<file path="config.mk">
export PLATFORM = sky130hd
export DESIGN_NAME = stepper_trapezoid_pulse_generator
export DESIGN_NICKNAME = d
export VERILOG_FILES = /design/src/rtl/core/stpg_pkg.sv /design/src/rtl/core/stpg_divider.sv /design/src/rtl/core/stpg_datapath.sv /design/src/rtl/core/stpg_controller.sv /design/src/rtl/core/stepper_trapezoid_pulse_generator.sv
export SDC_FILE = /design/constraint.sdc
export NUM_CORES = 2
export LEC_CHECK = 0
export BUFFER_PORTS_ARGS = -buffer_cell sky130_fd_sc_hd__buf_2
export CAP_MARGIN = 20
export CORE_MARGIN = 2
export CORE_UTILIZATION = 45
export CTS_CLUSTER_SIZE = 16
export DETAILED_ROUTE_END_ITERATION = 6
export GPL_TIMING_DRIVEN = 0
export PLACE_DENSITY_LB_ADDON = 0.08
export SKIP_LAST_GASP = 1
export SLEW_MARGIN = 10
export SYNTH_ARGS = -nofsm -noshare
export SYNTH_HDL_FRONTEND = slang
export SYNTH_SLANG_ARGS = --single-unit
</file>
<file path="constraint.sdc">
create_clock -name clk_i -period 31.5 [get_ports clk_i]
set_input_delay 3.15 -clock clk_i [delete_from_list [all_inputs] [get_ports clk_i]]
set_output_delay 3.15 -clock clk_i [all_outputs]
set_load 0.01 [all_outputs]
</file>
<file path="src/rtl/core/stpg_pkg.sv">
`timescale 1ns / 1ps
// ----------------------------------------------------------------------------
// stpg_pkg
// Shared types, codes and constants of the trapezoid step pulse generator.
// ----------------------------------------------------------------------------
package stpg_pkg;

  localparam int unsigned TicksPerSecond = 1000000;
  localparam int unsigned TickW          = 20;
  localparam logic [TickW-1:0] TicksVal  = TickW'(TicksPerSecond);

  localparam int unsigned DivW    = 32;
  localparam int unsigned DsorW   = 16;
  localparam int unsigned DivCntW = $clog2(DivW);

  localparam logic [6:0]  PctClamp   = 7'd50;

  // steps * percent / 100 as a reciprocal multiply, exact for products below 2^22
  localparam int unsigned RampProdW  = 22;
  localparam int unsigned RampRecipW = 23;
  localparam int unsigned RampMulW   = RampProdW + RampRecipW;
  localparam int unsigned RampShift  = 29;
  localparam logic [RampRecipW-1:0] RampRecip = 23'd5368710;

  localparam int unsigned CfgIdxW = 4;
  localparam logic [CfgIdxW-1:0] CfgMinFreq   = 4'd0;
  localparam logic [CfgIdxW-1:0] CfgMaxFreq   = 4'd1;
  localparam logic [CfgIdxW-1:0] CfgAccelPct  = 4'd2;
  localparam logic [CfgIdxW-1:0] CfgPulseHigh = 4'd3;

  typedef enum logic [3:0] {
    ST_IDLE,
    ST_DECODE,
    ST_APPLY,
    ST_RATE_GO,
    ST_RATE_WAIT,
    ST_PER_GO,
    ST_PER_WAIT,
    ST_TICK,
    ST_OUT
  } stpg_state_e;

  typedef enum logic {
    MUL_RAMP,
    MUL_RATE
  } mul_sel_e;

  typedef enum logic {
    DIV_RATE,
    DIV_PERIOD
  } div_sel_e;

  typedef struct packed {
    logic     load_item;
    logic     mul_en;
    mul_sel_e mul_sel;
    logic     div_start;
    div_sel_e div_sel;
    logic     apply_start;
    logic     set_rate;
    logic     begin_step;
    logic     tick;
    logic     out_load;
  } stpg_cmd_t;

  typedef struct packed {
    logic func;
    logic active;
    logic need_begin;
    logic ramp_zone;
    logic div_done;
    logic out_free;
  } stpg_status_t;

  // first member in the highest bits, step_level ends up in bit 0
  typedef struct packed {
    logic [15:0] steps_done;
    logic [15:0] rate_now;
    logic        busy_res;
    logic        enable_n;
    logic        dir_level;
    logic        step_level;
  } stpg_result_t;

endpackage

</file>
<file path="src/rtl/core/stpg_divider.sv">
`timescale 1ns / 1ps
// ----------------------------------------------------------------------------
// stpg_divider
// Restoring serial divider, one quotient bit per cycle, done pulse at the end.
// ----------------------------------------------------------------------------
module stpg_divider (
  input  logic                          clk_i,
  input  logic                          rst_ni,
  input  logic                          start_i,
  input  logic [stpg_pkg::DivW-1:0]     dividend_i,
  input  logic [stpg_pkg::DsorW-1:0]    divisor_i,
  output logic [stpg_pkg::DivW-1:0]     quotient_o,
  output logic                          done_o
);

  logic                           busy_q, busy_d;
  logic                           done_q, done_d;
  logic [stpg_pkg::DivCntW-1:0]   cnt_q, cnt_d;
  logic [stpg_pkg::DivW-1:0]      work_q, work_d;
  logic [stpg_pkg::DsorW:0]       rem_q, rem_d;
  logic [stpg_pkg::DsorW-1:0]     dsor_q, dsor_d;
  logic [stpg_pkg::DsorW:0]       rem_shift;
  logic [stpg_pkg::DsorW:0]       rem_sub;
  logic                           fits;

  always_comb begin
    rem_shift = {rem_q[stpg_pkg::DsorW-1:0], work_q[stpg_pkg::DivW-1]};
    fits      = rem_shift >= {1'b0, dsor_q};
    rem_sub   = rem_shift - {1'b0, dsor_q};
    busy_d    = busy_q;
    done_d    = 1'b0;
    cnt_d     = cnt_q;
    work_d    = work_q;
    rem_d     = rem_q;
    dsor_d    = dsor_q;
    if (start_i) begin
      work_d = dividend_i;
      dsor_d = divisor_i;
      rem_d  = '0;
      cnt_d  = '0;
      busy_d = 1'b1;
    end else if (busy_q) begin
      rem_d  = fits ? rem_sub : rem_shift;
      work_d = {work_q[stpg_pkg::DivW-2:0], fits};
      cnt_d  = cnt_q + 1'b1;
      if (cnt_q == stpg_pkg::DivCntW'(stpg_pkg::DivW - 1)) begin
        busy_d = 1'b0;
        done_d = 1'b1;
      end
    end
  end

  always_ff @(posedge clk_i or negedge rst_ni) begin
    if (!rst_ni) begin
      busy_q <= 1'b0;
      done_q <= 1'b0;
      cnt_q  <= '0;
    end else begin
      busy_q <= busy_d;
      done_q <= done_d;
      cnt_q  <= cnt_d;
    end
  end

  always_ff @(posedge clk_i) begin
    work_q <= work_d;
    rem_q  <= rem_d;
    dsor_q <= dsor_d;
  end

  assign quotient_o = work_q;
  assign done_o     = done_q;

  a_start_idle: assert property (@(posedge clk_i) disable iff (!rst_ni)
    start_i |-> !busy_q) else $error("divider started while busy");

  a_done_time: assert property (@(posedge clk_i) disable iff (!rst_ni)
    start_i |-> ##33 done_q) else $error("divider done pulse out of place");

endmodule

</file>
<file path="src/rtl/core/stpg_datapath.sv">
`timescale 1ns / 1ps
// ----------------------------------------------------------------------------
// stpg_datapath
// Settings, move state, ramp arithmetic, shared divider and result register.
// ----------------------------------------------------------------------------
module stpg_datapath (
  input  logic                             clk_i,
  input  logic                             rst_ni,
  input  stpg_pkg::stpg_cmd_t              cmd_i,
  output stpg_pkg::stpg_status_t           status_o,
  input  logic                             cfg_valid_i,
  input  logic [stpg_pkg::CfgIdxW-1:0]     cfg_index_i,
  input  logic [15:0]                      cfg_data_i,
  input  logic                             func_i,
  input  logic [15:0]                      move_steps_i,
  input  logic                             move_direction_i,
  input  logic                             out_ready_i,
  output logic                             out_valid_o,
  output stpg_pkg::stpg_result_t           result_o
);

  // settings
  logic [15:0] min_freq_q, max_freq_q, pulse_high_q;
  logic [6:0]  accel_pct_q;

  // latched item
  logic        func_q;
  logic [15:0] steps_in_q;
  logic        dir_in_q;

  // move state
  logic [15:0]                 total_steps_q, total_steps_d;
  logic [15:0]                 step_index_q, step_index_d;
  logic [15:0]                 ramp_steps_q, ramp_steps_d;
  logic [stpg_pkg::TickW-1:0]  phase_timer_q, phase_timer_d;
  logic [stpg_pkg::TickW-1:0]  low_time_q, low_time_d;
  logic                        pulse_high_phase_q, pulse_high_phase_d;
  logic [15:0]                 current_rate_q, current_rate_d;
  logic                        direction_q, direction_d;
  logic                        level_q, level_d;

  logic [31:0]                 prod_q;
  logic                        out_valid_q;
  stpg_pkg::stpg_result_t      out_q;

  // arithmetic
  logic [15:0]                 diff;
  logic                        in_accel, in_decel, ramp_zone;
  logic [15:0]                 decel_base, k_val;
  logic [6:0]                  pct;
  logic [15:0]                 mul_a, mul_b;
  logic [stpg_pkg::RampMulW-1:0] ramp_prod;
  logic [15:0]                 ramp_new;
  logic [stpg_pkg::DivW-1:0]   div_num;
  logic [stpg_pkg::DsorW-1:0]  div_den;
  logic [stpg_pkg::DivW-1:0]   quot;
  logic                        div_done;
  logic [15:0]                 q16;
  logic [16:0]                 accel_sum;
  logic [15:0]                 decel_rate, raw_rate, new_rate;
  logic [stpg_pkg::TickW-1:0]  period, pulse_ext, low_new, timer_new, timer_dec;

  always_comb begin
    diff       = (max_freq_q >= min_freq_q) ? (max_freq_q - min_freq_q) : 16'd0;
    decel_base = total_steps_q - ramp_steps_q;
    in_accel   = step_index_q < ramp_steps_q;
    in_decel   = step_index_q >= decel_base;
    ramp_zone  = (ramp_steps_q != 16'd0) && (in_accel || in_decel);
    k_val      = in_accel ? (step_index_q + 16'd1) : (step_index_q - decel_base);
    pct        = (accel_pct_q > stpg_pkg::PctClamp) ? stpg_pkg::PctClamp : accel_pct_q;
    if (cmd_i.mul_sel == stpg_pkg::MUL_RAMP) begin
      mul_a = steps_in_q;
      mul_b = {9'd0, pct};
    end else begin
      mul_a = diff;
      mul_b = k_val;
    end
    ramp_prod = {{stpg_pkg::RampRecipW{1'b0}}, prod_q[stpg_pkg::RampProdW-1:0]} *
                {{stpg_pkg::RampProdW{1'b0}}, stpg_pkg::RampRecip};
    ramp_new  = ramp_prod[stpg_pkg::RampShift +: 16];
  end

  always_comb begin
    unique case (cmd_i.div_sel)
      stpg_pkg::DIV_RATE: begin
        div_num = prod_q;
        div_den = ramp_steps_q;
      end
      stpg_pkg::DIV_PERIOD: begin
        div_num = {{(stpg_pkg::DivW - stpg_pkg::TickW){1'b0}}, stpg_pkg::TicksVal};
        div_den = current_rate_q;
      end
    endcase
  end

  stpg_divider u_div (
    .clk_i      (clk_i),
    .rst_ni     (rst_ni),
    .start_i    (cmd_i.div_start),
    .dividend_i (div_num),
    .divisor_i  (div_den),
    .quotient_o (quot),
    .done_o     (div_done)
  );

  always_comb begin
    q16        = quot[15:0];
    accel_sum  = {1'b0, min_freq_q} + {1'b0, q16};
    decel_rate = (max_freq_q >= q16) ? (max_freq_q - q16) : 16'd0;
    if (!ramp_zone) begin
      raw_rate = max_freq_q;
    end else if (in_accel) begin
      raw_rate = accel_sum[16] ? 16'hFFFF : accel_sum[15:0];
    end else begin
      raw_rate = decel_rate;
    end
    new_rate  = (raw_rate == 16'd0) ? 16'd1 : raw_rate;
    period    = quot[stpg_pkg::TickW-1:0];
    pulse_ext = {{(stpg_pkg::TickW - 16){1'b0}}, pulse_high_q};
    low_new   = (period > pulse_ext) ? (period - pulse_ext) : '0;
    timer_new = (pulse_high_q == 16'd0) ? stpg_pkg::TickW'(1) : pulse_ext;
    timer_dec = phase_timer_q - 1'b1;
  end

  always_comb begin
    total_steps_d      = total_steps_q;
    step_index_d       = step_index_q;
    ramp_steps_d       = ramp_steps_q;
    phase_timer_d      = phase_timer_q;
    low_time_d         = low_time_q;
    pulse_high_phase_d = pulse_high_phase_q;
    current_rate_d     = current_rate_q;
    direction_d        = direction_q;
    level_d            = level_q;
    if (cmd_i.load_item) begin
      level_d = 1'b0;
    end
    if (cmd_i.apply_start) begin
      total_steps_d      = steps_in_q;
      direction_d        = dir_in_q;
      step_index_d       = '0;
      ramp_steps_d       = ramp_new;
      phase_timer_d      = '0;
      low_time_d         = '0;
      pulse_high_phase_d = 1'b0;
      current_rate_d     = '0;
    end
    if (cmd_i.set_rate) begin
      current_rate_d = new_rate;
    end
    if (cmd_i.begin_step) begin
      low_time_d         = low_new;
      pulse_high_phase_d = 1'b1;
      phase_timer_d      = timer_new;
    end
    if (cmd_i.tick) begin
      phase_timer_d = timer_dec;
      if (pulse_high_phase_q) begin
        level_d = 1'b1;
        if (timer_dec == '0) begin
          pulse_high_phase_d = 1'b0;
          phase_timer_d      = low_time_q;
          if (low_time_q == '0) begin
            step_index_d = step_index_q + 16'd1;
          end
        end
      end else if (timer_dec == '0) begin
        step_index_d = step_index_q + 16'd1;
      end
    end
  end

  always_ff @(posedge clk_i or negedge rst_ni) begin
    if (!rst_ni) begin
      min_freq_q         <= 16'd200;
      max_freq_q         <= 16'd1000;
      accel_pct_q        <= 7'd20;
      pulse_high_q       <= 16'd10;
      total_steps_q      <= '0;
      step_index_q       <= '0;
      ramp_steps_q       <= '0;
      phase_timer_q      <= '0;
      low_time_q         <= '0;
      pulse_high_phase_q <= 1'b0;
      current_rate_q     <= '0;
      direction_q        <= 1'b1;
      level_q            <= 1'b0;
      out_valid_q        <= 1'b0;
    end else begin
      if (cfg_valid_i) begin
        unique case (cfg_index_i)
          stpg_pkg::CfgMinFreq:   min_freq_q   <= cfg_data_i;
          stpg_pkg::CfgMaxFreq:   max_freq_q   <= cfg_data_i;
          stpg_pkg::CfgAccelPct:  accel_pct_q  <= cfg_data_i[6:0];
          stpg_pkg::CfgPulseHigh: pulse_high_q <= cfg_data_i;
          default: ;
        endcase
      end
      total_steps_q      <= total_steps_d;
      step_index_q       <= step_index_d;
      ramp_steps_q       <= ramp_steps_d;
      phase_timer_q      <= phase_timer_d;
      low_time_q         <= low_time_d;
      pulse_high_phase_q <= pulse_high_phase_d;
      current_rate_q     <= current_rate_d;
      direction_q        <= direction_d;
      level_q            <= level_d;
      if (cmd_i.out_load) begin
        out_valid_q <= 1'b1;
      end else if (out_ready_i) begin
        out_valid_q <= 1'b0;
      end
    end
  end

  always_ff @(posedge clk_i) begin
    if (cmd_i.load_item) begin
      func_q     <= func_i;
      steps_in_q <= move_steps_i;
      dir_in_q   <= move_direction_i;
    end
    if (cmd_i.mul_en) begin
      prod_q <= mul_a * mul_b;
    end
    if (cmd_i.out_load) begin
      out_q.step_level <= level_q;
      out_q.dir_level  <= direction_q;
      out_q.enable_n   <= step_index_q == total_steps_q;
      out_q.busy_res   <= step_index_q != total_steps_q;
      out_q.rate_now   <= current_rate_q;
      out_q.steps_done <= step_index_q;
    end
  end

  assign status_o.func       = func_q;
  assign status_o.active     = step_index_q != total_steps_q;
  assign status_o.need_begin = !pulse_high_phase_q && (phase_timer_q == '0);
  assign status_o.ramp_zone  = ramp_zone;
  assign status_o.div_done   = div_done;
  assign status_o.out_free   = !out_valid_q || out_ready_i;

  assign out_valid_o = out_valid_q;
  assign result_o    = out_q;

  a_index_bound: assert property (@(posedge clk_i) disable iff (!rst_ni)
    step_index_q <= total_steps_q) else $error("step index past move length");

  a_high_timer: assert property (@(posedge clk_i) disable iff (!rst_ni)
    pulse_high_phase_q |-> phase_timer_q != '0) else $error("high phase with empty timer");

endmodule

</file>
<file path="src/rtl/core/stpg_controller.sv">
`timescale 1ns / 1ps
// ----------------------------------------------------------------------------
// stpg_controller
// Sequencer: decodes an item and steps the datapath through its operations.
// ----------------------------------------------------------------------------
module stpg_controller (
  input  logic                    clk_i,
  input  logic                    rst_ni,
  input  logic                    in_valid_i,
  output logic                    in_ready_o,
  input  stpg_pkg::stpg_status_t  status_i,
  output stpg_pkg::stpg_cmd_t     cmd_o
);

  stpg_pkg::stpg_state_e state_q, state_d;

  always_comb begin
    state_d = state_q;
    unique case (state_q)
      stpg_pkg::ST_IDLE: begin
        if (in_valid_i) state_d = stpg_pkg::ST_DECODE;
      end
      stpg_pkg::ST_DECODE: begin
        if (status_i.func) begin
          state_d = stpg_pkg::ST_APPLY;
        end else if (!status_i.active) begin
          state_d = stpg_pkg::ST_OUT;
        end else if (!status_i.need_begin) begin
          state_d = stpg_pkg::ST_TICK;
        end else if (status_i.ramp_zone) begin
          state_d = stpg_pkg::ST_RATE_GO;
        end else begin
          state_d = stpg_pkg::ST_PER_GO;
        end
      end
      stpg_pkg::ST_APPLY:     state_d = stpg_pkg::ST_OUT;
      stpg_pkg::ST_RATE_GO:   state_d = stpg_pkg::ST_RATE_WAIT;
      stpg_pkg::ST_RATE_WAIT: begin
        if (status_i.div_done) state_d = stpg_pkg::ST_PER_GO;
      end
      stpg_pkg::ST_PER_GO:    state_d = stpg_pkg::ST_PER_WAIT;
      stpg_pkg::ST_PER_WAIT: begin
        if (status_i.div_done) state_d = stpg_pkg::ST_TICK;
      end
      stpg_pkg::ST_TICK:      state_d = stpg_pkg::ST_OUT;
      stpg_pkg::ST_OUT: begin
        if (status_i.out_free) state_d = stpg_pkg::ST_IDLE;
      end
      default:                state_d = stpg_pkg::ST_IDLE;
    endcase
  end

  always_comb begin
    cmd_o      = '0;
    in_ready_o = 1'b0;
    unique case (state_q)
      stpg_pkg::ST_IDLE: begin
        in_ready_o      = 1'b1;
        cmd_o.load_item = in_valid_i;
      end
      stpg_pkg::ST_DECODE: begin
        if (status_i.func) begin
          cmd_o.mul_en  = 1'b1;
          cmd_o.mul_sel = stpg_pkg::MUL_RAMP;
        end else if (status_i.active && status_i.need_begin) begin
          if (status_i.ramp_zone) begin
            cmd_o.mul_en  = 1'b1;
            cmd_o.mul_sel = stpg_pkg::MUL_RATE;
          end else begin
            cmd_o.set_rate = 1'b1;
          end
        end
      end
      stpg_pkg::ST_APPLY: begin
        cmd_o.apply_start = 1'b1;
      end
      stpg_pkg::ST_RATE_GO: begin
        cmd_o.div_start = 1'b1;
        cmd_o.div_sel   = stpg_pkg::DIV_RATE;
      end
      stpg_pkg::ST_RATE_WAIT: begin
        cmd_o.div_sel  = stpg_pkg::DIV_RATE;
        cmd_o.set_rate = status_i.div_done;
      end
      stpg_pkg::ST_PER_GO: begin
        cmd_o.div_start = 1'b1;
        cmd_o.div_sel   = stpg_pkg::DIV_PERIOD;
      end
      stpg_pkg::ST_PER_WAIT: begin
        cmd_o.div_sel    = stpg_pkg::DIV_PERIOD;
        cmd_o.begin_step = status_i.div_done;
      end
      stpg_pkg::ST_TICK: begin
        cmd_o.tick = 1'b1;
      end
      stpg_pkg::ST_OUT: begin
        cmd_o.out_load = status_i.out_free;
      end
      default: ;
    endcase
  end

  always_ff @(posedge clk_i or negedge rst_ni) begin
    if (!rst_ni) begin
      state_q <= stpg_pkg::ST_IDLE;
    end else begin
      state_q <= state_d;
    end
  end

  a_item_decoded: assert property (@(posedge clk_i) disable iff (!rst_ni)
    (in_valid_i && in_ready_o) |=> state_q == stpg_pkg::ST_DECODE)
    else $error("accepted item not decoded");

endmodule

</file>
<file path="src/rtl/core/stepper_trapezoid_pulse_generator.sv">
`timescale 1ns / 1ps
// ----------------------------------------------------------------------------
// stepper_trapezoid_pulse_generator
// Step/direction pulse generator with a trapezoidal speed ramp.
// ----------------------------------------------------------------------------
// Input stream: tuser bit 0 selects a one-microsecond tick (0) or a move
// start (1); tdata carries the step count and direction used on a start.
// Every input transfer gives exactly one output transfer with the step pin
// level, direction pin, active-low enable, busy flag, current step rate and
// steps done. Settings are written over the cfg channel (always ready);
// the user must write them only while no item is in flight; the block
// itself does not enforce it. A tick passes decode and, inside a step, a
// tick state; a start passes an apply state; a tick that opens a step
// first runs the shared serial divider, one quotient bit per cycle, for
// the period, and on a ramp before that for the rate.
// Reset clears the move and loads the default settings; no clearing pass.
// A stalled output keeps its result in the output register; the next
// item is already taken in and worked on, and waits only for its own
// result to be loaded once that register is free.
// ----------------------------------------------------------------------------
module stepper_trapezoid_pulse_generator (
  input  logic                          clk_i,
  input  logic                          rst_ni,
  input  logic                          s_axis_tvalid,
  output logic                          s_axis_tready,
  // [15:0] move_steps, [16] move_direction, [23:17] zero
  input  logic [23:0]                   s_axis_tdata,
  // [0] func
  input  logic [0:0]                    s_axis_tuser,
  output logic                          m_axis_tvalid,
  input  logic                          m_axis_tready,
  // [0] step_level, [1] dir_level, [2] enable_n, [3] busy_res,
  // [19:4] rate_now, [35:20] steps_done, [39:36] zero
  output logic [39:0]                   m_axis_tdata,
  input  logic                          cfg_valid_i,
  output logic                          cfg_ready_o,
  input  logic [stpg_pkg::CfgIdxW-1:0]  cfg_index_i,
  input  logic [15:0]                   cfg_data_i
);

  stpg_pkg::stpg_cmd_t    cmd;
  stpg_pkg::stpg_status_t status;
  stpg_pkg::stpg_result_t result;

  stpg_controller u_ctrl (
    .clk_i      (clk_i),
    .rst_ni     (rst_ni),
    .in_valid_i (s_axis_tvalid),
    .in_ready_o (s_axis_tready),
    .status_i   (status),
    .cmd_o      (cmd)
  );

  stpg_datapath u_dp (
    .clk_i            (clk_i),
    .rst_ni           (rst_ni),
    .cmd_i            (cmd),
    .status_o         (status),
    .cfg_valid_i      (cfg_valid_i),
    .cfg_index_i      (cfg_index_i),
    .cfg_data_i       (cfg_data_i),
    .func_i           (s_axis_tuser[0]),
    .move_steps_i     (s_axis_tdata[15:0]),
    .move_direction_i (s_axis_tdata[16]),
    .out_ready_i      (m_axis_tready),
    .out_valid_o      (m_axis_tvalid),
    .result_o         (result)
  );

  assign cfg_ready_o  = 1'b1;
  assign m_axis_tdata = {4'd0, result};

endmodule

</file>
After elaboration in Yosys (flattened, before gate mapping):

Index checks and enable logic that the tools add are counted.

* bits in registers: 324
* memory bits (read-only): 0
* input port bits: 50
* latch bits: 0
* memories kept: 0
* output and inout bits: 43
* RAM bits: 0
* word-level logic and storage cells: 171

* bitwise logic cells: 1
* multiply operators: 2
* multiplexer cells: 74
* reductions and logical operators: 28
* shifts and indexed selects: 0
* divide/modulo/power cells: 0
* order comparisons: 7
* equal/unequal tests: 18
* add/sub/neg operators: 10

Operators with widths (number)
* $mux 16: 19
* $mux 20: 7
* $sub 16x16->16: 5
* $mux 32: 2
* $pmux 32 s2: 1
* $logic_not 20->1: 3
* $ge 16x16->1: 3
* $mul 22x22->44 const B: 1
* $logic_not 16->1: 2
* $mul 16x16->32: 1
* $pmux 16 s2: 1
* $pmux 4 s8: 1
* $mux 4: 7
* $mux 1: 27
* $gt 20x16->1: 1
* $sub 20x1->20 const B: 1
* $sub 20x16->20: 1
* $add 16x16->17: 1
* $ge 17x16->1: 1
* $add 16x1->16 const B: 1
* $eq 16x16->1: 1
* $eq 4x2->1 const B: 4
* $eq 4x3->1 const B: 4
* $lt 16x16->1: 1
* 24 further kinds: 44

Logic depth before layout (Yosys ltp):

* depth in word-level cells: 10
* depth in mapped cells: 51
* gate-level depth less buffers: 49

Cells and area by module:

From an unflattened synthesis, not the netlist that was laid out.

* cells, all modules: 3707
* area total of the unflattened synthesis: 36368.6 µm²

Modules (own cells, without submodules)
* stpg_datapath: area an instance 32163.3 µm², times used 1, seq. area each 6678.9 µm², cells an instance 3335
* stpg_divider: area an instance 3748.6 µm², times used 1, seq. area each 1936.9 µm², cells an instance 316
* stpg_controller: area an instance 411.6 µm², times used 1, seq. area each 100.1 µm², cells an instance 49
* stepper_trapezoid_pulse_generator: area an instance 45.0 µm², times used 1, seq. area each 0.0 µm², cells an instance 7

Worst setup path before layout:

No wires, ideal clock.

* kind: reg2reg
* start point: reg u_dp.total_steps_q[0]
* end point: reg u_dp.prod_q[29] (data pin)
* clock period less this slack: 10.132 ns
* required time: 31.242 ns
* cell stages (with the launch flop): 48
* slack: 21.368 ns
* arrival: 9.875 ns
* buffers on the path: 3
* library setup time: 0.258 ns
* cell sequence: dfrtp_1 -> inv_1 -> ha_1 -> inv_1 -> fa_1 -> a21o_1 -> a21oi_1 -> o21ai_0 -> a21oi_1 -> o21bai_1 -> a21oi_1 -> o21bai_1 -> a2111o_1 -> a31o_2 -> a21oi_1 -> xor2_1 -> ha_1 -> inv_1 -> [12 not listed] -> inv_1 -> fa_1 -> fa_1 -> fa_1 -> inv_1 -> fa_1 -> inv_1 -> fa_1 -> inv_1 -> ha_1 -> nand2_1 -> o21ai_0 -> nor2_1 -> o21ai_0 -> a21boi_0 -> a211o_1 -> and2_1 -> xnor2_1

* word-level cells in the longest chain between the ends: 10
* elaborated cells on any way between the ends: 15
* classes of those cells: add/sub: 2; mul: 1; order compare: 1; eq/ne: 1; mux: 7; reduce/logical: 3

Ends and longest elaborated chain
* from (decl): RTL line stpg_datapath.sv:32 `logic [15:0] total_steps_q, total_steps_d;`
* from (signal assigned): RTL line stpg_datapath.sv:199 `total_steps_q <= total_steps_d;`
* $sub 16x16->16: RTL line stpg_datapath.sv:65 `decel_base = total_steps_q - ramp_steps_q;`
* $ge 16x16->1: RTL line stpg_datapath.sv:67 `in_decel = step_index_q >= decel_base;`
* $logic_or 1x1->1: RTL line stpg_datapath.sv:68 `ramp_zone = (ramp_steps_q != 16'd0) && (in_accel || in_decel);`
* $logic_and 1x1->1: RTL line stpg_datapath.sv:68
* $mux 2: RTL line stpg_controller.sv:66 `if (status_i.ramp_zone) begin`
* $mux 2: RTL line stpg_controller.sv:65 `end else if (status_i.active && status_i.need_begin) begin`
* $mux 2: RTL line stpg_controller.sv:62 `if (status_i.func) begin`
* $mux 2: RTL line stpg_controller.sv:56 `unique case (state_q)`
* $mux 16: RTL line stpg_datapath.sv:71 `if (cmd_i.mul_sel == stpg_pkg::MUL_RAMP) begin`
* $mul 16x16->32 (*): RTL line stpg_datapath.sv:223 `prod_q <= mul_a * mul_b;`
* to (signal assigned): RTL line stpg_datapath.sv:223
* to (decl): RTL line stpg_datapath.sv:42 `logic [31:0] prod_q;`

Mark *: on every way between the ends. The rest lies on a longest branch, timed or not.
A chain may end at the register's enable or synchronous reset.

Worst setup path in the final report:

* start point: reg u_dp.ramp_steps_q[0]
* end point: reg u_dp.prod_q[31] (data pin)

* word-level cells in the longest chain between the ends: 10
* elaborated cells on any way between the ends: 15
* classes of those cells: add/sub: 2; mul: 1; order compare: 2; mux: 7; reduce/logical: 3

Ends and longest elaborated chain
* from (decl): RTL line stpg_datapath.sv:34 `logic [15:0] ramp_steps_q, ramp_steps_d;`
* from (signal assigned): RTL line stpg_datapath.sv:201 `ramp_steps_q <= ramp_steps_d;`
* $sub 16x16->16: RTL line stpg_datapath.sv:65
* $ge 16x16->1: RTL line stpg_datapath.sv:67
* $logic_or 1x1->1: RTL line stpg_datapath.sv:68
* $logic_and 1x1->1: RTL line stpg_datapath.sv:68
* $mux 2: RTL line stpg_controller.sv:66
* $mux 2: RTL line stpg_controller.sv:65
* $mux 2: RTL line stpg_controller.sv:62
* $mux 2: RTL line stpg_controller.sv:56
* $mux 16: RTL line stpg_datapath.sv:71
* $mul 16x16->32 (*): RTL line stpg_datapath.sv:223

Marked as above.

==> results.cfg <==
[outcome]
status = finished, final reports clean

[grt]
track_usage_pct = 28.64
grt_max_degree = 89
grt_pass1_vias = 27780
grt_pass1_wl_um = 175000
grt-ovfl-total = 0
antenna_found_initial = 2

[logic_synthesis]
synth_cell_types = 99
synthTopCellsByArea = fa_1 21%, ha_1 16%, edfxtp_1 11%
synth_top_family_by_area = adder cells
syn_area_um2 = 35890
synth_simple_gate_area_share_pct = 12.37
synth_fa_ha_area_share_pct = 37.60
synth.largest_area_cell = fa_1
syn-instance-count = 3744
synth-seq-area-share_pct = 24.29
yosysTopAreaCellShare_pct = 21.14
ys_async_sr_fraction_pct = 53.70
synth_flop_cell = dfrtp_1
yosys_warnings = 0
synth_xor_area_share_pct = 4.246
syn_area_per_cell_um2 = 9.586
synth_edf_count = 134
synth.area.mux_share_pct = 1.736
ys_seq_elements = 324
synth_compound_area_share_pct = 12.57

[timing]
rsz0062_at_grt = no
max_freq_mhz = 76.65
fin_tns_setup_ns = 0
post-route-period-util_pct = 41.42
setup_viol = 0
period_needed_ns = 13.05
finClkSkew_ns = 0.03319
maxSlewViolCount = 0
tightest_slew_ns = 1.184
hold_viol_final = 0
slew-limit-headroom_pct = 21.07

[die]
rows = 103
die_x_um = 286.4
fp.dieH_um = 286.4
ioPinCount = 93
die_area_um2 = 82030
initial_core_util_pct = 45.43
core_area_um2 = 79000

[drt]
first_iter_violations = 2213
routedWlPerCell_um = 23.29
drc = 0
firstDrtPassIters = 6
vias_per_cell = 5.616
vias = 27878
detail-route-antenna-nets = 0
routed_wl_um = 115600

[place]
hpwl_um = 94760
port_buffers = 80
gp_congestion = 1.022

[final_layout]
antenna_cells = 0
area_delta_synth_final_pct = 9.354
nNetsFinal = 4782
drive_gt1_share_pct = 7.511
final.fill_count = 7635

[setup_path]
cpMostUsedCell = fa_1
endpoint_kind = flop
rrSetupSlack_ns = 18.45
start_kind = flop
worst-path-buf-inv = 6
crit_required_ns = 31.81
crit_type = flop to flop
cp.arrival_ns = 13.36
path_max_fanout = 10
slowest_delay_ns = 0.68
cp.depth = 41
cp_top_family = adder cells
slowest_stage = nor2_1
reg2regPathDepth = 41

[worst_hold_path]
holdCritPathClass = flop to flop
hold_depth = 0

[flow_run]
drv_cap = 0

[clocking]
cts-root-buf = clkbuf_16
clock_latency_ns = 0.59
clk_pin_slew_ns = 0.07
h-tree-depth = 2
clock_sinks = 324
cts_tree = yes
post_cts_resized = 0
clk_path_buf_depth = 3
numCtsBuffers = 41
cts_hold_buf = 0
post_cts_buffers = 0
[sequential cells by signal (all words and copies together), names as in the netlist, 20 cells and up]
| name | flops |
|---|---|
| u_dp.u_div.quotient_o | 32 |
| u_dp.low_time_q | 20 |
| u_dp.phase_timer_q | 20 |
| u_dp.result_o | 36 |
| u_dp.prod_q | 32 |
[area by class of cell]
| class | instances | area (um2) | share of cell area (%) |
|---|---|---|---|
| Clock buffer | 47 | 1070 | 2.726 |
| Sequential cell | 324 | 8716 | 22.21 |
| Multi-Input combinational cell | 2764 | 24640 | 62.78 |
| Clock inverter | 29 | 344.1 | 0.8767 |
| Buffer | 99 | 475.5 | 1.211 |
| Timing Repair Buffer | 91 | 588.1 | 1.498 |
| Inverter | 560 | 2102 | 5.356 |
| Tap cell | 1050 | 1314 | 3.347 |
[cell usage in the layout, fill, tap and decap left out, types with 40 or more instances in the layout]
| cell type | count |
|---|---|
| clkbuf_1 | 75 |
| ha_1 | 472 |
| buf_2 | 90 |
| clkbuf_16 | 42 |
| fa_1 | 379 |
| o21ai_0 | 205 |
| a21o_1 | 55 |
| inv_1 | 558 |
| xor2_1 | 65 |
| mux2_2 | 42 |
| nand2_1 | 370 |
| dfrtp_1 | 160 |
| nor2_1 | 261 |
| nor3_1 | 40 |
| a21oi_1 | 170 |
| nand3_1 | 68 |
| xnor2_1 | 109 |
| edfxtp_1 | 134 |
[final timing paths]
| path | to | from |
|---|---|---|
| worst max register to register | u_dp.prod_q[31] | u_dp.ramp_steps_q[0] |
| worst min register to register | u_dp.result_o[20] | u_dp.step_index_q[0] |
| worst min-delay path | u_dp.result_o[20] | u_dp.step_index_q[0] |
| min in group asynchronous | u_dp.u_div.cnt_q[4] | rst_ni |
| max in group asynchronous | u_dp.max_freq_q[7] | rst_ni |
| worst max-delay path | u_dp.prod_q[31] | u_dp.ramp_steps_q[0] |
[kinds of logic (layout without fill, tap and decap cells)]
kind of cell,count (synthesis),after routing
compound gates,706,706
flops,324,324
buf+inv,659,826
fa+ha+maj,851,851
mux,57,57
simple gates,971,971
other cells,2,5
xor+xnor,174,174
[cell usage after synthesis (all sizes together), types with 7 or more instances]
cell	count
mux2	42
dfxtp	16
dfrtp	160
xor2	65
xnor2	109
nor2b	26
a22oi	8
a22o	15
a21boi	10
clkbuf	73
o211ai	10
a31oi	21
nand3b	9
nor4	29
o21a	28
nand2b	24
o21ai	218
o22ai	19
o21bai	18
mux2i	15
o2111ai	10
or3	17
a31o	7
or2	11
nand4	26
a21o	56
dfstp	14
nand2	371
fa	379
edfxtp	134
ha	472
nor2	262
nor3	43
and2	34
o31ai	23
and3	30
a211o	11
a211oi	24
buf	25
inv	560
a21oi	178
nand3	68
[per-layer routing]
metal | part of all wire (%) | global-route usage [%]
met4 | 3.9 | 9.634
met3 | 6.9 | 4.921
met5 | 0.013 | 0
met2 | 44 | 44.64
met1 | 45 | 40.42
[metrics by stage]
step           setup slack, ns  utilization, %  std cells  hold slack (ns)  cell area (um2)
3_5_place_dp             18.74           47.89       4888           0.4591            37830
4_1_cts                  18.69           49.68       4964           0.4726            39250
2_1_floorplan            21.37               -       3747           0.4158            35900
6_report                 18.45           49.68       4964           0.4718            39250
5_1_grt                  17.84           49.68       4964           0.4914            39250
3_3_place_gp             18.55           47.61       4877           0.4558            37610
Power is left out: the tool's default activity adds up to more than one toggle a clock period on the data nets, which glitch-free logic cannot reach.
